File: config.mk
export PLATFORM = sky130hd
export DESIGN_NAME = qau_merge
export DESIGN_NICKNAME = d
export VERILOG_FILES = /design/src/hw/rtl/qau_pkg.sv /design/src/hw/rtl/qau_merge.sv
export SDC_FILE = /design/constraint.sdc
export NUM_CORES = 1
export LEC_CHECK = 0
export BUFFER_PORTS_ARGS = -buffer_cell sky130_fd_sc_hd__buf_2
export CAP_MARGIN = 20
export CORE_UTILIZATION = 40
export DETAILED_ROUTE_END_ITERATION = 6
export PLACE_DENSITY = 0.75
export SYNTH_ARGS = -nofsm -noshare
export SYNTH_HDL_FRONTEND = slang
export SYNTH_SLANG_ARGS = --single-unit
File: constraint.sdc
create_clock -name clk -period 2.5 [get_ports clk]
set_input_delay 0.125 -clock clk [delete_from_list [all_inputs] [get_ports clk]]
set_output_delay 0.125 -clock clk [all_outputs]
set_load 0.05 [all_outputs]
File: src/hw/rtl/qau_pkg.sv
// Shared types, constants and the sigmoid table of the quaternion unit.
// No dependencies; used by every module of the block.
`timescale 1ns / 1ps
`default_nettype none

package qau_pkg;

  localparam int COMP_W      = 16;
  localparam int FRAC_W      = 12;
  localparam int SIG_ENTRIES = 256;
  localparam int SIG_IDX_W   = $clog2(SIG_ENTRIES);
  localparam int SIG_VAL_W   = FRAC_W + 1;
  localparam int LANES       = 4;
  localparam int LANE_IDX_W  = $clog2(LANES);

  localparam longint unsigned Q30_ONE = 64'd1 << 30;

  typedef logic signed [COMP_W-1:0] comp_t;
  typedef comp_t [LANES-1:0]        quat_t;
  typedef logic [LANE_IDX_W-1:0]    lane_idx_t;
  typedef logic [SIG_VAL_W-1:0]     sig_val_t;
  typedef sig_val_t                 sig_tab_t [SIG_ENTRIES];

  localparam comp_t COMP_MAX = {1'b0, {(COMP_W-1){1'b1}}};
  localparam comp_t COMP_MIN = {1'b1, {(COMP_W-1){1'b0}}};

  typedef enum logic [2:0] {
    KIND_CONJ         = 3'd0,
    KIND_SUM          = 3'd1,
    KIND_DIFF         = 3'd2,
    KIND_HAMILTON     = 3'd3,
    KIND_SCALE        = 3'd4,
    KIND_SIGMOID      = 3'd5,
    KIND_SIGMOID_DERIV = 3'd6
  } kind_e;

  typedef struct packed {
    logic [2:0] kind;
    comp_t      a_real;
    comp_t      a_i;
    comp_t      a_j;
    comp_t      a_k;
    comp_t      b_real;
    comp_t      b_i;
    comp_t      b_j;
    comp_t      b_k;
    comp_t      scale_factor;
  } req_t;

  typedef struct packed {
    comp_t res_real;
    comp_t res_i;
    comp_t res_j;
    comp_t res_k;
    logic  overflow;
  } rsp_t;

  typedef struct packed {
    logic s1_en;
    logic s2_en;
  } lane_ctrl_t;

  // Hamilton product terms per result component: a index, b index, negate.
  localparam lane_idx_t HAM_A_SEL [LANES][LANES] = '{
    '{2'd0, 2'd1, 2'd2, 2'd3},
    '{2'd2, 2'd3, 2'd1, 2'd0},
    '{2'd3, 2'd1, 2'd2, 2'd0},
    '{2'd1, 2'd2, 2'd3, 2'd0}
  };
  localparam lane_idx_t HAM_B_SEL [LANES][LANES] = '{
    '{2'd0, 2'd1, 2'd2, 2'd3},
    '{2'd3, 2'd2, 2'd0, 2'd1},
    '{2'd1, 2'd3, 2'd0, 2'd2},
    '{2'd2, 2'd1, 2'd0, 2'd3}
  };
  localparam logic HAM_NEG [LANES][LANES] = '{
    '{1'b0, 1'b1, 1'b1, 1'b1},
    '{1'b0, 1'b1, 1'b0, 1'b0},
    '{1'b0, 1'b1, 1'b0, 1'b0},
    '{1'b0, 1'b1, 1'b0, 1'b0}
  };

  // Divide by shift and subtract; runs only while the table is built.
  function automatic longint unsigned udiv(longint unsigned num, longint unsigned den);
    longint unsigned quo;
    longint unsigned rem;
    quo = '0;
    rem = '0;
    for (int i = 63; i >= 0; i--) begin
      rem = {rem[62:0], num[i]};
      if (rem >= den) begin
        rem    = rem - den;
        quo[i] = 1'b1;
      end
    end
    return quo;
  endfunction

  // exp(-|x|) by Taylor series on |x|/16, squared four times, then 1/(1+e) for x >= 0 and e/(1+e) below.
  function automatic sig_tab_t build_sig_table();
    sig_tab_t          tab;
    longint unsigned   m;
    longint unsigned   u;
    longint unsigned   r;
    longint unsigned   den;
    longint unsigned   num;
    logic              pos;
    for (int n = 0; n < SIG_ENTRIES; n++) begin
      pos = (2 * n >= SIG_ENTRIES);
      if (pos) begin
        m = longint'(2 * n - SIG_ENTRIES);
      end else begin
        m = longint'(SIG_ENTRIES - 2 * n);
      end
      u = udiv(m << 30, 64'(2 * SIG_ENTRIES));
      r = Q30_ONE;
      for (int k = 10; k >= 1; k--) begin
        r = Q30_ONE - udiv((u * r) >> 30, 64'(k));
      end
      for (int s = 0; s < 4; s++) begin
        r = (r * r) >> 30;
      end
      den = Q30_ONE + r;
      num = pos ? Q30_ONE : r;
      tab[n] = sig_val_t'(udiv((num << FRAC_W) + (den >> 1), den));
    end
    return tab;
  endfunction

  localparam sig_tab_t SIG_TABLE = build_sig_table();

endpackage

`default_nettype wire

File: src/hw/rtl/qau_merge.sv
// Output stage: joins the four lane results and overflow flags into one response.
// Depends on qau_pkg.
`timescale 1ns / 1ps
`default_nettype none

module qau_merge (
  input  logic                       clk,
  input  logic                       rst,
  input  logic                       lane_valid,
  input  qau_pkg::quat_t             lane_res,
  input  logic [qau_pkg::LANES-1:0]  lane_ov,
  input  logic                       stall,
  output logic                       take,
  output logic                       valid,
  output qau_pkg::rsp_t              data
);

  assign take = !valid || !stall;

  always_ff @(posedge clk) begin
    if (rst) begin
      valid <= 1'b0;
    end else if (take) begin
      valid <= lane_valid;
    end
  end

  always_ff @(posedge clk) begin
    if (take && lane_valid) begin
      data.res_real <= lane_res[0];
      data.res_i    <= lane_res[1];
      data.res_j    <= lane_res[2];
      data.res_k    <= lane_res[3];
      data.overflow <= |lane_ov;
    end
  end

endmodule

`default_nettype wire

==> out/summary.log <==
[worst_hold_path] hold-critical path depth 3
[clock_tree] H-tree depth reported by CTS 3
[sta] TNS Setup 0 ns
[critical_path] startpoint type of the worst setup path register
[global_routing] number of global-route vias before repair 1,729
[global_routing] first-pass GRT wire length 8.11 mm
[detailed_routing] number of search-and-repair iterations in the first detailed-routing pass 4
[critical_path] sort of element at the end of the critical path register
[sta] RSZ-0062 raised after global routing no
[pwr] Static Leak 1.54 nW
[place] I/O Buffers 138
[clock_tree] clock transition at the registers of the reported paths 0.06 ns
[pwr] net switching power 693 µW
[sta] worst slew slack as a fraction of its limit 0.638
[floorplanning] Core Footprint 4750 µm²
[synthesis] part of the Yosys area used for sequential elements 0.987
[floorplanning] height of the die 72.7 µm
[global_routing] pin count of the biggest net entering global routing 26
[layout] Final #Nets 359
[sta] final critical delay including setup and external delays 1.64 ns
[clock_tree] maximum number of buffers from clock root to sink 2
[synthesis] number of nets in the synthesized netlist 143
[synthesis] area of the mapped netlist 2000 µm²
[layout] Reg area 1970 µm²
[synthesis] Cell variety after synth 7
[sta] maximum clock skew at final layout 0.00579 ns
[detailed_routing] total via count after detailed routing 1,551
[global_routing] number of antenna violations at the first check in global routing 0
[floorplanning] row cnt 25
[sta] number of setup violations in the final report 0
[detailed_routing] count of antenna-violating nets left after detailed routing 0
[floorplanning] overall die width 72.7 µm
[clock_tree] root cell of the clock tree sky130_fd_sc_hd__clkbuf_8
[sta] crit share post-route 0.657
[layout] share of cells above drive strength 1 0.522
[clock_tree] clock latency on the worst-skew pair 0.33 ns
[clock_tree] number of sinks on the clock net 66
[detailed_routing] Post-route DRC 0
[synthesis] top cell type's share of synthesized area 0.977
[pwr] pwr/cell area 691 nW/µm²
[pwr] share of total power in combinational logic 0.183
[pwr] part of the total power dissipated in the clock network 0.289
[sta] transition time at the pin with the least slew margin 0.543 ns
[detailed_routing] total detailed-routing wirelength 5.62 mm
[worst_hold_path] type of the tightest min-delay check in -> reg
[sta] timing-limited maximum frequency 0.608 GHz
[pwr] share of total power consumed by net switching 0.279
[synthesis] cell types with the largest area share after synthesis sky130_fd_sc_hd__edfxtp_1 (98%), sky130_fd_sc_hd__dfxtp_1 (1.0%), sky130_fd_sc_hd__or4_1 (0.38%), sky130_fd_sc_hd__and2_1 (0.31%), sky130_fd_sc_hd__a21oi_1 (0.25%)
[floorplanning] die outline area 5280 µm²
[critical_path] endpoint required time on the critical path 2.50 ns
[layout] area grow syn2layout 79.7%
[synthesis] mean instance size in the synthesized netlist 28.1 µm²
[clock_tree] quantity of gates resized following cts 0
[synthesis] count of mapped cells out of synthesis 71
[detailed_routing] number of vias per cell after detailed routing 4.33
[pwr] sequential share of power 0.528
[place] GPL Wtd Cong 0.688
[sta] hold violation count in the final report 0
[detailed_routing] average wire length per cell after detail routing 15.7 µm
[layout] filler instances 287
[flow_run] Maximum Capacitance Violations 0
[synthesis] yosys synthesis warning count 0
[layout] commonest non-fill, non-tap cell in the layout sky130_fd_sc_hd__buf_2
[sta] worst hold slack across all endpoints 0.0469 ns
[synthesis] cell type with the largest total area after synthesis sky130_fd_sc_hd__edfxtp_1
[layout] top library cells by usage in the layout, fill and taps aside sky130_fd_sc_hd__buf_2 (138), sky130_fd_sc_hd__edfxtp_1 (65), sky130_fd_sc_hd__dlygate4sd3_1 (65)
[layout] total area of multi-input combinational cells 27.5 µm²
[detailed_routing] initial drt markers 91
[layout] Antenna diodes 0
[critical_path] data arrival at the endpoint of the critical path 1.65 ns
[floorplanning] starting density of the core 0.420
[pwr] VDD IR max 507 µV
[critical_path] maximum fanout along the worst path 25
[clock_tree] number of clock buffers inserted by TritonCTS 9
[pwr] Int Power 1.79 mW
[global_routing] overall global routing resource usage 0.223
[critical_path] path depth of the worst reg2reg path 3
[run_status] outcome completed
[floorplanning] number of ports placed on the die boundary 139
[global_routing] overflow left after global routing 0
[critical_path] Worst Setup Path Type reg -> reg
[sta] pins over their slew limit 0
[clock_tree] TritonCTS clock tree done
[synthesis] number of synthesized register bits 66
## metal layers
metal | vias up | wire length, µm | GRT usage | part of all wire
li1 | 715 | - | - | -
met1 | 721 | 2020 | 0.227 | 0.36
met2 | 101 | 2860 | 0.385 | 0.51
met3 | 14 | 566 | 0.0898 | 0.10
met4 | 0 | 168 | 0.131 | 0.030
met5 | - | 0 | 0 | 0
## power by group through the flow
stage          registers [mW]  clock network, mW  logic [mW]
4_1_cts                  1.31              0.716       0.447
6_report                 1.31              0.717       0.453
3_5_place_dp             1.33                  0       0.369
2_1_floorplan            1.55                  0      0.0238
3_3_place_gp             1.33                  0       0.363
5_1_grt                  1.32              0.765       0.470
## cell type report
type / instances / area share
clock buffers: 11 / 0.0366
clock inverters: 4 / 0.00557
multi-input cells: 5 / 0.00767
repair buffers: 205 / 0.378
well taps: 67 / 0.0233
flip-flops and latches: 66 / 0.549
## Yosys cell counts (all sizes together)
library cell  count
nor2              1
dfxtp             1
and2              1
nand2             1
or4               1
edfxtp           65
a21oi             1
## logic make-up (layout without fill, tap and decap cells)
kind of cell	Yosys count	in the layout	share of synthesized area
AO/OA/AOI/OAI	1	1	0.00250
buffers and inverters	0	220	0
flip-flops	66	66	0.987
AND/OR/NAND/NOR	4	4	0.0106
## per-stage QoR
step	power, mW	cells	instance area (µm²)	utilization	worst slack, ns
floorplan	1.58	71	2000	-	0.225
global placement	1.69	278	2790	0.587	0.945
detailed placement	1.70	278	2790	0.587	0.884
CTS	2.47	358	3590	0.755	0.875
global route	2.55	358	3590	0.755	0.751
finish	2.48	358	3590	0.755	0.857
## worst max-delay path, stage by stage (launching register included)
cell	delay, ns
sky130_fd_sc_hd__dfxtp_1	0.34
sky130_fd_sc_hd__nand2_1	0.07
sky130_fd_sc_hd__and2_2	0.50
sky130_fd_sc_hd__buf_4	0.39
## final timing paths
path                            slack, ns  startpoint       end
worst max register to register       0.86       valid  data[44]
worst min register to register       0.58       valid     valid
worst min-delay path                 0.05  lane_valid     valid
worst max-delay path                 0.86       valid  data[44]
## registers in the layout (all words and copies together) (netlist names)
| register | count |
|---|---|
| valid | 1 |
| data | 65 |
## repair_timing
item                      4_1_cts  5_1_grt
setup buffers                   0        0
hold endpoints to repair       65        0
hold buffers                   65        0
Power figures use the tool's default switching activity.
