File: src/hw/rtl/qau_pkg.sv
// Shared types, constants and the sigmoid table of the quaternion unit.
// No dependencies; used by every module of the block.
`timescale 1ns / 1ps
`default_nettype none

package qau_pkg;

  localparam int COMP_W      = 16;
  localparam int FRAC_W      = 12;
  localparam int SIG_ENTRIES = 256;
  localparam int SIG_IDX_W   = $clog2(SIG_ENTRIES);
  localparam int SIG_VAL_W   = FRAC_W + 1;
  localparam int LANES       = 4;
  localparam int LANE_IDX_W  = $clog2(LANES);

  localparam longint unsigned Q30_ONE = 64'd1 << 30;

  typedef logic signed [COMP_W-1:0] comp_t;
  typedef comp_t [LANES-1:0]        quat_t;
  typedef logic [LANE_IDX_W-1:0]    lane_idx_t;
  typedef logic [SIG_VAL_W-1:0]     sig_val_t;
  typedef sig_val_t                 sig_tab_t [SIG_ENTRIES];

  localparam comp_t COMP_MAX = {1'b0, {(COMP_W-1){1'b1}}};
  localparam comp_t COMP_MIN = {1'b1, {(COMP_W-1){1'b0}}};

  typedef enum logic [2:0] {
    KIND_CONJ         = 3'd0,
    KIND_SUM          = 3'd1,
    KIND_DIFF         = 3'd2,
    KIND_HAMILTON     = 3'd3,
    KIND_SCALE        = 3'd4,
    KIND_SIGMOID      = 3'd5,
    KIND_SIGMOID_DERIV = 3'd6
  } kind_e;

  typedef struct packed {
    logic [2:0] kind;
    comp_t      a_real;
    comp_t      a_i;
    comp_t      a_j;
    comp_t      a_k;
    comp_t      b_real;
    comp_t      b_i;
    comp_t      b_j;
    comp_t      b_k;
    comp_t      scale_factor;
  } req_t;

  typedef struct packed {
    comp_t res_real;
    comp_t res_i;
    comp_t res_j;
    comp_t res_k;
    logic  overflow;
  } rsp_t;

  typedef struct packed {
    logic s1_en;
    logic s2_en;
  } lane_ctrl_t;

  // Hamilton product terms per result component: a index, b index, negate.
  localparam lane_idx_t HAM_A_SEL [LANES][LANES] = '{
    '{2'd0, 2'd1, 2'd2, 2'd3},
    '{2'd2, 2'd3, 2'd1, 2'd0},
    '{2'd3, 2'd1, 2'd2, 2'd0},
    '{2'd1, 2'd2, 2'd3, 2'd0}
  };
  localparam lane_idx_t HAM_B_SEL [LANES][LANES] = '{
    '{2'd0, 2'd1, 2'd2, 2'd3},
    '{2'd3, 2'd2, 2'd0, 2'd1},
    '{2'd1, 2'd3, 2'd0, 2'd2},
    '{2'd2, 2'd1, 2'd0, 2'd3}
  };
  localparam logic HAM_NEG [LANES][LANES] = '{
    '{1'b0, 1'b1, 1'b1, 1'b1},
    '{1'b0, 1'b1, 1'b0, 1'b0},
    '{1'b0, 1'b1, 1'b0, 1'b0},
    '{1'b0, 1'b1, 1'b0, 1'b0}
  };

  // Divide by shift and subtract; runs only while the table is built.
  function automatic longint unsigned udiv(longint unsigned num, longint unsigned den);
    longint unsigned quo;
    longint unsigned rem;
    quo = '0;
    rem = '0;
    for (int i = 63; i >= 0; i--) begin
      rem = {rem[62:0], num[i]};
      if (rem >= den) begin
        rem    = rem - den;
        quo[i] = 1'b1;
      end
    end
    return quo;
  endfunction

  // exp(-|x|) by Taylor series on |x|/16, squared four times, then 1/(1+e) for x >= 0 and e/(1+e) below.
  function automatic sig_tab_t build_sig_table();
    sig_tab_t          tab;
    longint unsigned   m;
    longint unsigned   u;
    longint unsigned   r;
    longint unsigned   den;
    longint unsigned   num;
    logic              pos;
    for (int n = 0; n < SIG_ENTRIES; n++) begin
      pos = (2 * n >= SIG_ENTRIES);
      if (pos) begin
        m = longint'(2 * n - SIG_ENTRIES);
      end else begin
        m = longint'(SIG_ENTRIES - 2 * n);
      end
      u = udiv(m << 30, 64'(2 * SIG_ENTRIES));
      r = Q30_ONE;
      for (int k = 10; k >= 1; k--) begin
        r = Q30_ONE - udiv((u * r) >> 30, 64'(k));
      end
      for (int s = 0; s < 4; s++) begin
        r = (r * r) >> 30;
      end
      den = Q30_ONE + r;
      num = pos ? Q30_ONE : r;
      tab[n] = sig_val_t'(udiv((num << FRAC_W) + (den >> 1), den));
    end
    return tab;
  endfunction

  localparam sig_tab_t SIG_TABLE = build_sig_table();

endpackage

`default_nettype wire

File: src/hw/rtl/qau_lane.sv
// One result component: operand select and products (or a direct value), then sum, round, saturate.
// Depends on qau_pkg.
`timescale 1ns / 1ps
`default_nettype none

module qau_lane #(
  parameter int LANE = 0
) (
  input  logic               clk,
  input  logic [2:0]         kind,
  input  qau_pkg::quat_t     a,
  input  qau_pkg::quat_t     b,
  input  qau_pkg::comp_t     scale,
  input  qau_pkg::lane_ctrl_t ctrl,
  output qau_pkg::comp_t     res,
  output logic               ov
);

  localparam int CW      = qau_pkg::COMP_W;
  localparam int FW      = qau_pkg::FRAC_W;
  localparam int MUL_W   = 2 * CW + 1;
  localparam int PROD_W  = 2 * CW + 2;
  localparam int SUM_W   = PROD_W + 2;
  localparam int DIR_W   = CW + 2;
  localparam int V_W     = CW + 2;
  localparam int IDXF_W  = V_W + $clog2(qau_pkg::SIG_ENTRIES + 1);
  localparam int LN      = qau_pkg::LANES;

  typedef logic signed [CW:0]       opy_t;
  typedef logic signed [MUL_W-1:0]  mul_t;
  typedef logic signed [PROD_W-1:0] prod_t;
  typedef logic signed [SUM_W-1:0]  sum_t;
  typedef logic signed [DIR_W-1:0]  dir_t;
  typedef logic signed [V_W-1:0]    v_t;
  typedef logic [IDXF_W-1:0]        idxf_t;

  localparam opy_t ONE        = opy_t'(1 << FW);
  localparam v_t   SIG_OFFSET = v_t'(8 << FW);
  localparam sum_t HALF       = sum_t'(1 << (FW - 1));

  qau_pkg::comp_t a_own;
  qau_pkg::comp_t b_own;
  opy_t           one_minus;
  v_t             sig_v;
  idxf_t          idx_full;
  logic [qau_pkg::SIG_IDX_W-1:0] sig_idx;
  qau_pkg::sig_val_t sig_val;

  qau_pkg::comp_t mx [LN];
  opy_t           my [LN];
  logic           neg [LN];
  mul_t           raw [LN];

  prod_t term_next [LN];
  logic  prod_sel_next;
  dir_t  direct_next;

  prod_t term [LN];
  logic  prod_sel;
  dir_t  direct;

  sum_t           acc;
  sum_t           value;
  qau_pkg::comp_t res_next;
  logic           ov_next;

  assign a_own     = a[LANE];
  assign b_own     = b[LANE];
  assign one_minus = ONE - opy_t'(a_own);

  always_comb begin
    sig_v    = v_t'(a_own) + SIG_OFFSET;
    idx_full = '0;
    if (sig_v > v_t'(0)) begin
      idx_full = (idxf_t'(sig_v) * idxf_t'(qau_pkg::SIG_ENTRIES)) >> (FW + 4);
    end
    if (idx_full > idxf_t'(qau_pkg::SIG_ENTRIES - 1)) begin
      sig_idx = qau_pkg::SIG_IDX_W'(qau_pkg::SIG_ENTRIES - 1);
    end else begin
      sig_idx = idx_full[qau_pkg::SIG_IDX_W-1:0];
    end
    sig_val = qau_pkg::SIG_TABLE[sig_idx];
  end

  always_comb begin
    for (int t = 0; t < LN; t++) begin
      mx[t]  = '0;
      my[t]  = '0;
      neg[t] = 1'b0;
    end
    prod_sel_next = 1'b0;
    direct_next   = '0;
    unique case (kind)
      qau_pkg::KIND_CONJ: begin
        direct_next = (LANE == 0) ? dir_t'(a_own) : -dir_t'(a_own);
      end
      qau_pkg::KIND_SUM: begin
        direct_next = dir_t'(a_own) + dir_t'(b_own);
      end
      qau_pkg::KIND_DIFF: begin
        direct_next = dir_t'(a_own) - dir_t'(b_own);
      end
      qau_pkg::KIND_HAMILTON: begin
        prod_sel_next = 1'b1;
        for (int t = 0; t < LN; t++) begin
          mx[t]  = a[qau_pkg::HAM_A_SEL[LANE][t]];
          my[t]  = opy_t'(b[qau_pkg::HAM_B_SEL[LANE][t]]);
          neg[t] = qau_pkg::HAM_NEG[LANE][t];
        end
      end
      qau_pkg::KIND_SCALE: begin
        prod_sel_next = 1'b1;
        mx[0] = scale;
        my[0] = opy_t'(a_own);
      end
      qau_pkg::KIND_SIGMOID: begin
        direct_next = dir_t'(sig_val);
      end
      qau_pkg::KIND_SIGMOID_DERIV: begin
        prod_sel_next = 1'b1;
        mx[0] = a_own;
        my[0] = one_minus;
      end
      default: begin
        direct_next = '0;
      end
    endcase
    for (int t = 0; t < LN; t++) begin
      raw[t]       = mx[t] * my[t];
      term_next[t] = neg[t] ? -prod_t'(raw[t]) : prod_t'(raw[t]);
    end
  end

  always_ff @(posedge clk) begin
    if (ctrl.s1_en) begin
      term     <= term_next;
      prod_sel <= prod_sel_next;
      direct   <= direct_next;
    end
  end

  always_comb begin
    acc = sum_t'(term[0]) + sum_t'(term[1]) + sum_t'(term[2]) + sum_t'(term[3]) + HALF;
    if (prod_sel) begin
      value = acc >>> FW;
    end else begin
      value = sum_t'(direct);
    end
    ov_next = 1'b0;
    if (value > sum_t'(qau_pkg::COMP_MAX)) begin
      res_next = qau_pkg::COMP_MAX;
      ov_next  = 1'b1;
    end else if (value < sum_t'(qau_pkg::COMP_MIN)) begin
      res_next = qau_pkg::COMP_MIN;
      ov_next  = 1'b1;
    end else begin
      res_next = value[CW-1:0];
    end
  end

  always_ff @(posedge clk) begin
    if (ctrl.s2_en) begin
      res <= res_next;
      ov  <= ov_next;
    end
  end

endmodule

`default_nettype wire

File: config.mk
export PLATFORM = sky130hd
export DESIGN_NAME = qau_lane
export DESIGN_NICKNAME = d
export VERILOG_FILES = /design/src/hw/rtl/qau_pkg.sv /design/src/hw/rtl/qau_lane.sv
export SDC_FILE = /design/constraint.sdc
export NUM_CORES = 2
export LEC_CHECK = 0
export BUFFER_PORTS_ARGS = -buffer_cell sky130_fd_sc_hd__buf_2
export CAP_MARGIN = 20
export CORE_ASPECT_RATIO = 1.75
export CORE_MARGIN = 3
export CORE_UTILIZATION = 33
export CTS_CLUSTER_DIAMETER = 30
export DETAILED_ROUTE_END_ITERATION = 6
export GPL_TIMING_DRIVEN = 0
export PLACE_DENSITY_LB_ADDON = 0.12
export SYNTH_ARGS = -nofsm -noshare
export SYNTH_HDL_FRONTEND = slang
export SYNTH_SLANG_ARGS = --single-unit
File: constraint.sdc
create_clock -name clk -period 11.2 [get_ports clk]
set_input_delay 1.68 -clock clk [delete_from_list [all_inputs] [get_ports clk]]
set_output_delay 1.68 -clock clk [all_outputs]
set_load 0.01 [all_outputs]
==> flow_results.xml <==
<?xml version="1.0" encoding="UTF-8"?>
<metrics>
  <group name="outcome">
    <metric name="status" unit="">finished clean</metric>
  </group>
  <group name="floorplan">
    <metric name="floorplan.initialDensity" unit="%">33.2</metric>
    <metric name="die_ar" unit="µm²">176000</metric>
    <metric name="area_of_the_placeable_core" unit="µm²">170000</metric>
    <metric name="rows" unit="">200</metric>
    <metric name="top_level_ports" unit="">167</metric>
    <metric name="fp.dieH" unit="µm">553</metric>
    <metric name="die_x" unit="µm">318</metric>
  </group>
  <group name="timing">
    <metric name="setup_tns" unit="ns">0</metric>
    <metric name="timing.final.crit_period" unit="ns">10.92</metric>
    <metric name="worst_hold_slack" unit="ns">0.800</metric>
    <metric name="setup-violations-final" unit="">0</metric>
    <metric name="finalMaxSlewViolations" unit="">0</metric>
    <metric name="fin_worst_skew" unit="ns">0.0297</metric>
    <metric name="final.period_utilization" unit="%">97.5</metric>
    <metric name="timing_worst_slew_pin_value" unit="ns">1.33</metric>
    <metric name="fmax" unit="GHz">0.0916</metric>
    <metric name="slew_headroom" unit="%">11.6</metric>
    <metric name="final-hold-violation-count" unit="">0</metric>
    <metric name="unrepaired_setup_endpoints_after_global_routing" unit="">true</metric>
  </group>
  <group name="routing">
    <metric name="drt-wirelength-per-cell" unit="µm">25.7</metric>
    <metric name="ant_nets" unit="">0</metric>
    <metric name="pre_repair_dr_iteration_count" unit="">5</metric>
    <metric name="num_vias" unit="">45800</metric>
    <metric name="wirelength" unit="mm">225</metric>
    <metric name="route.detailed.vias_per_inst" unit="">5.24</metric>
    <metric name="remaining_drc_errors" unit="">0</metric>
    <metric name="drt_iter0_drc" unit="">2783</metric>
  </group>
  <group name="final_layout">
    <metric name="final_instance_count_excl_fillers" unit="">8741</metric>
    <metric name="final_nets" unit="">8218</metric>
    <metric name="drive_gt1_share" unit="%">5.40</metric>
    <metric name="layout.cells.most_common" unit="">sky130_fd_sc_hd__inv_1</metric>
    <metric name="most_frequent_cells_in_the_layout" unit="">1,235 x sky130_fd_sc_hd__inv_1, 1,146 x sky130_fd_sc_hd__fa_1, 688 x sky130_fd_sc_hd__nand2_1</metric>
    <metric name="num-fill-cells" unit="">17800</metric>
    <metric name="areaGrowthSynthToFinish" unit="%">8.35</metric>
  </group>
  <group name="hold_path">
    <metric name="holdCritStartpoint" unit="">direct[11]</metric>
    <metric name="timing.hold.worst.class" unit="">register to register</metric>
    <metric name="timing.hold.worst_path_depth" unit="">2</metric>
    <metric name="worst_hold_path.endpoint" unit="">res[11]</metric>
  </group>
  <group name="yosys">
    <metric name="synth-edff-count" unit="">170</metric>
    <metric name="synth.top_cell.area_share" unit="%">40.7</metric>
    <metric name="mappedNetlistArea" unit="µm²">56400</metric>
    <metric name="async_reset_ff_share" unit="%">0</metric>
    <metric name="synth_cells" unit="">6294</metric>
    <metric name="synthDistinctLibCells" unit="">87</metric>
    <metric name="ffs_latches_synth" unit="">170</metric>
    <metric name="synth_top_area_cell" unit="">sky130_fd_sc_hd__fa_1</metric>
    <metric name="netlist_top_cells_area" unit="">sky130_fd_sc_hd__fa_1 41%, sky130_fd_sc_hd__ha_1 9.5%, sky130_fd_sc_hd__edfxtp_1 9.1%</metric>
    <metric name="synthesis.nets" unit="">8020</metric>
    <metric name="warnings_synthesis" unit="">0</metric>
    <metric name="dominantRegCellSynth" unit="">sky130_fd_sc_hd__edfxtp_1</metric>
    <metric name="synth_seq_area_share" unit="%">9.06</metric>
    <metric name="syn-mean-instance-area" unit="µm²">8.96</metric>
  </group>
  <group name="critical_path">
    <metric name="timing.critical_path.buf_inv" unit="">9</metric>
    <metric name="timing.critical_path.fanout_max" unit="">10</metric>
    <metric name="required" unit="ns">11.43</metric>
    <metric name="r2r-start" unit="">term[10]</metric>
    <metric name="path_class" unit="">primary input to register</metric>
    <metric name="critical_path.slowest_cell" unit="">sky130_fd_sc_hd__fa_1</metric>
    <metric name="worst-r2r-cell-count" unit="">17</metric>
    <metric name="cp_data_arrival_time" unit="ns">11.15</metric>
    <metric name="start_kind" unit="">primary input</metric>
    <metric name="regToRegEndpoint" unit="">res[7]</metric>
    <metric name="critPathTopFamily" unit="">adder cells</metric>
    <metric name="crit_path_frequent_cell" unit="">sky130_fd_sc_hd__fa_1</metric>
    <metric name="worst_setup_path_end_kind" unit="">register</metric>
    <metric name="r2r_slack" unit="ns">5.13</metric>
    <metric name="timing.critical_path.slowest_cell_delay" unit="ns">0.60</metric>
  </group>
  <group name="pwr">
    <metric name="power.share.combinational" unit="%">81.1</metric>
    <metric name="swShare" unit="%">57.4</metric>
    <metric name="peakVddDrop" unit="µV">302</metric>
    <metric name="leakage" unit="nW">30.2</metric>
    <metric name="switchingPower" unit="W">0.00531</metric>
    <metric name="p_int" unit="W">0.00395</metric>
    <metric name="power.share.sequential" unit="%">12.5</metric>
    <metric name="power_density_over_the_cells" unit="nW/µm²">152</metric>
    <metric name="share_clk_of_total_power" unit="%">6.4</metric>
  </group>
  <group name="global_route">
    <metric name="grt_pass1_vias" unit="">50100</metric>
    <metric name="grt_overflow_total" unit="">0</metric>
    <metric name="grt_pass1_wl" unit="mm">329</metric>
    <metric name="gr-usage-all-layers" unit="%">25.3</metric>
    <metric name="number_of_antenna_violations_at_the_first_check_in_global_routing" unit="">15</metric>
    <metric name="grt_max_degree" unit="">99</metric>
  </group>
  <group name="clock_tree">
    <metric name="cts.clk_slew.worst_paths" unit="ns">0.07</metric>
    <metric name="cts_tree" unit="">built</metric>
    <metric name="clk-insertion-delay-late" unit="ns">0.48</metric>
    <metric name="htree_levels" unit="">4</metric>
    <metric name="cts-buffers-inserted" unit="">17</metric>
    <metric name="max-clock-path-buffers" unit="">2</metric>
    <metric name="clk_root_buffer_cell" unit="">sky130_fd_sc_hd__clkbuf_16</metric>
    <metric name="tritoncts_sinks" unit="">170</metric>
  </group>
  <group name="job">
    <metric name="number_of_max_capacitance_violations_reported" unit="">0</metric>
  </group>
  <group name="place">
    <metric name="port-buffer-count" unit="">164</metric>
    <metric name="placedCellCount" unit="">8702</metric>
    <metric name="detailed_place_hpwl" unit="mm">194</metric>
    <metric name="gp_routability_congestion" unit="">0.956</metric>
  </group>
</metrics>
==> layout make-up <==
type | instances | area [µm²] | area share [%]
clock buffer | 17 | 425 | 0.697
buffer | 296 | 1220 | 1.99
tap | 2222 | 2780 | 4.55
sequential | 170 | 5100 | 8.36
multi-input combinational | 4580 | 45600 | 74.6
inverter | 1237 | 4640 | 7.60
antenna | 14 | 35.0 | 0.0574
timing repair buffer | 190 | 1150 | 1.88
clock inverter | 15 | 143 | 0.234
==> registers in the layout (all words and copies together) (netlist names) <==
name	flops
ov	1
direct	17
res	16
term	135
prod_sel	1
==> cells in the mapped netlist, types with 44 or more instances <==
master,number
sky130_fd_sc_hd__nand3_1,89
sky130_fd_sc_hd__ha_1,430
sky130_fd_sc_hd__and2_1,138
sky130_fd_sc_hd__o21ai_1,44
sky130_fd_sc_hd__a21oi_1,225
sky130_fd_sc_hd__a21o_1,67
sky130_fd_sc_hd__nand2_1,688
sky130_fd_sc_hd__nor3_1,66
sky130_fd_sc_hd__fa_1,1146
sky130_fd_sc_hd__o21ai_0,184
sky130_fd_sc_hd__edfxtp_1,170
sky130_fd_sc_hd__inv_1,1235
sky130_fd_sc_hd__nor2_1,346
sky130_fd_sc_hd__xor2_1,95
sky130_fd_sc_hd__clkbuf_1,281
sky130_fd_sc_hd__and3_1,307
sky130_fd_sc_hd__xnor2_1,174
==> how the worst max path moves through the flow <==
stage	startpoint	endpoint	slack [ns]	depth (start not counted)
after floorplan	a[2]	term[133]	1.27	34
after global placement	kind[1]	term[101]	-3.47	28
final	kind[1]	term[100]	0.28	30
after CTS	a[11]	term[133]	0.02	32
after detailed placement	kind[1]	term[101]	-2.14	28
after global routing	kind[0]	term[100]	-0.02	33
==> layer usage <==
layer / global-route usage, % / part of all wire, % / vias to the layer above
met5: 0 / 0.017 / -
met1: 26.1 / 34 / 23400
met3: 2.22 / 3.7 / 560
li1: - / - / 20400
met2: 48.2 / 54 / 1449
met4: 17.1 / 8.3 / 6
==> power by group through the flow <==
| stage | clock network, W | registers, W | logic, W |
|---|---|---|---|
| 3_3_place_gp | 0 | 0.00119 | 0.00751 |
| 5_1_grt | 0.000628 | 0.00119 | 0.00829 |
| 3_5_place_dp | 0 | 0.00118 | 0.00754 |
| 2_1_floorplan | 0 | 0.00114 | 0.00467 |
| 4_1_cts | 0.000607 | 0.00117 | 0.00761 |
| 6_report | 0.000593 | 0.00116 | 0.00751 |
==> worst register-to-register path, delay by kind of cell (launching register included) <==
family / cells / cell delay, ns
compound gates: 7 / 2.13
fa+ha+maj: 4 / 1.79
simple gates: 3 / 0.75
flops: 1 / 0.46
buf+inv: 2 / 0.35
mux: 1 / 0.35
==> per-stage QoR <==
stage | worst slack, ns | power (W) | utilization (%) | area, µm²
after floorplan | 1.27 | 0.00581 | - | 56400
after global placement | -3.47 | 0.00870 | 35.3 | 60000
after detailed placement | -2.14 | 0.00872 | 35.5 | 60300
after CTS | 0.0181 | 0.00939 | 35.9 | 60900
after global routing | -0.0238 | 0.0101 | 36.0 | 61000
final | 0.283 | 0.00926 | 36.0 | 61100
==> kinds of logic after synthesis <==
kind of cell	share of synthesized area (%)
simple gates	15.6
xor+xnor	4.18
flops	9.06
compound gates	9.87
mux	0.730
buf+inv	10.3
fa+ha+maj	50.2
==> timing repair <==
action	in CTS	in global routing
hold buffers	0	0
endpoints found under the setup margin	52	29
buffers inserted	0	3
pin swaps	0	1
resized for setup	36	90
Note: power is estimated with default switching activity, not from simulation.
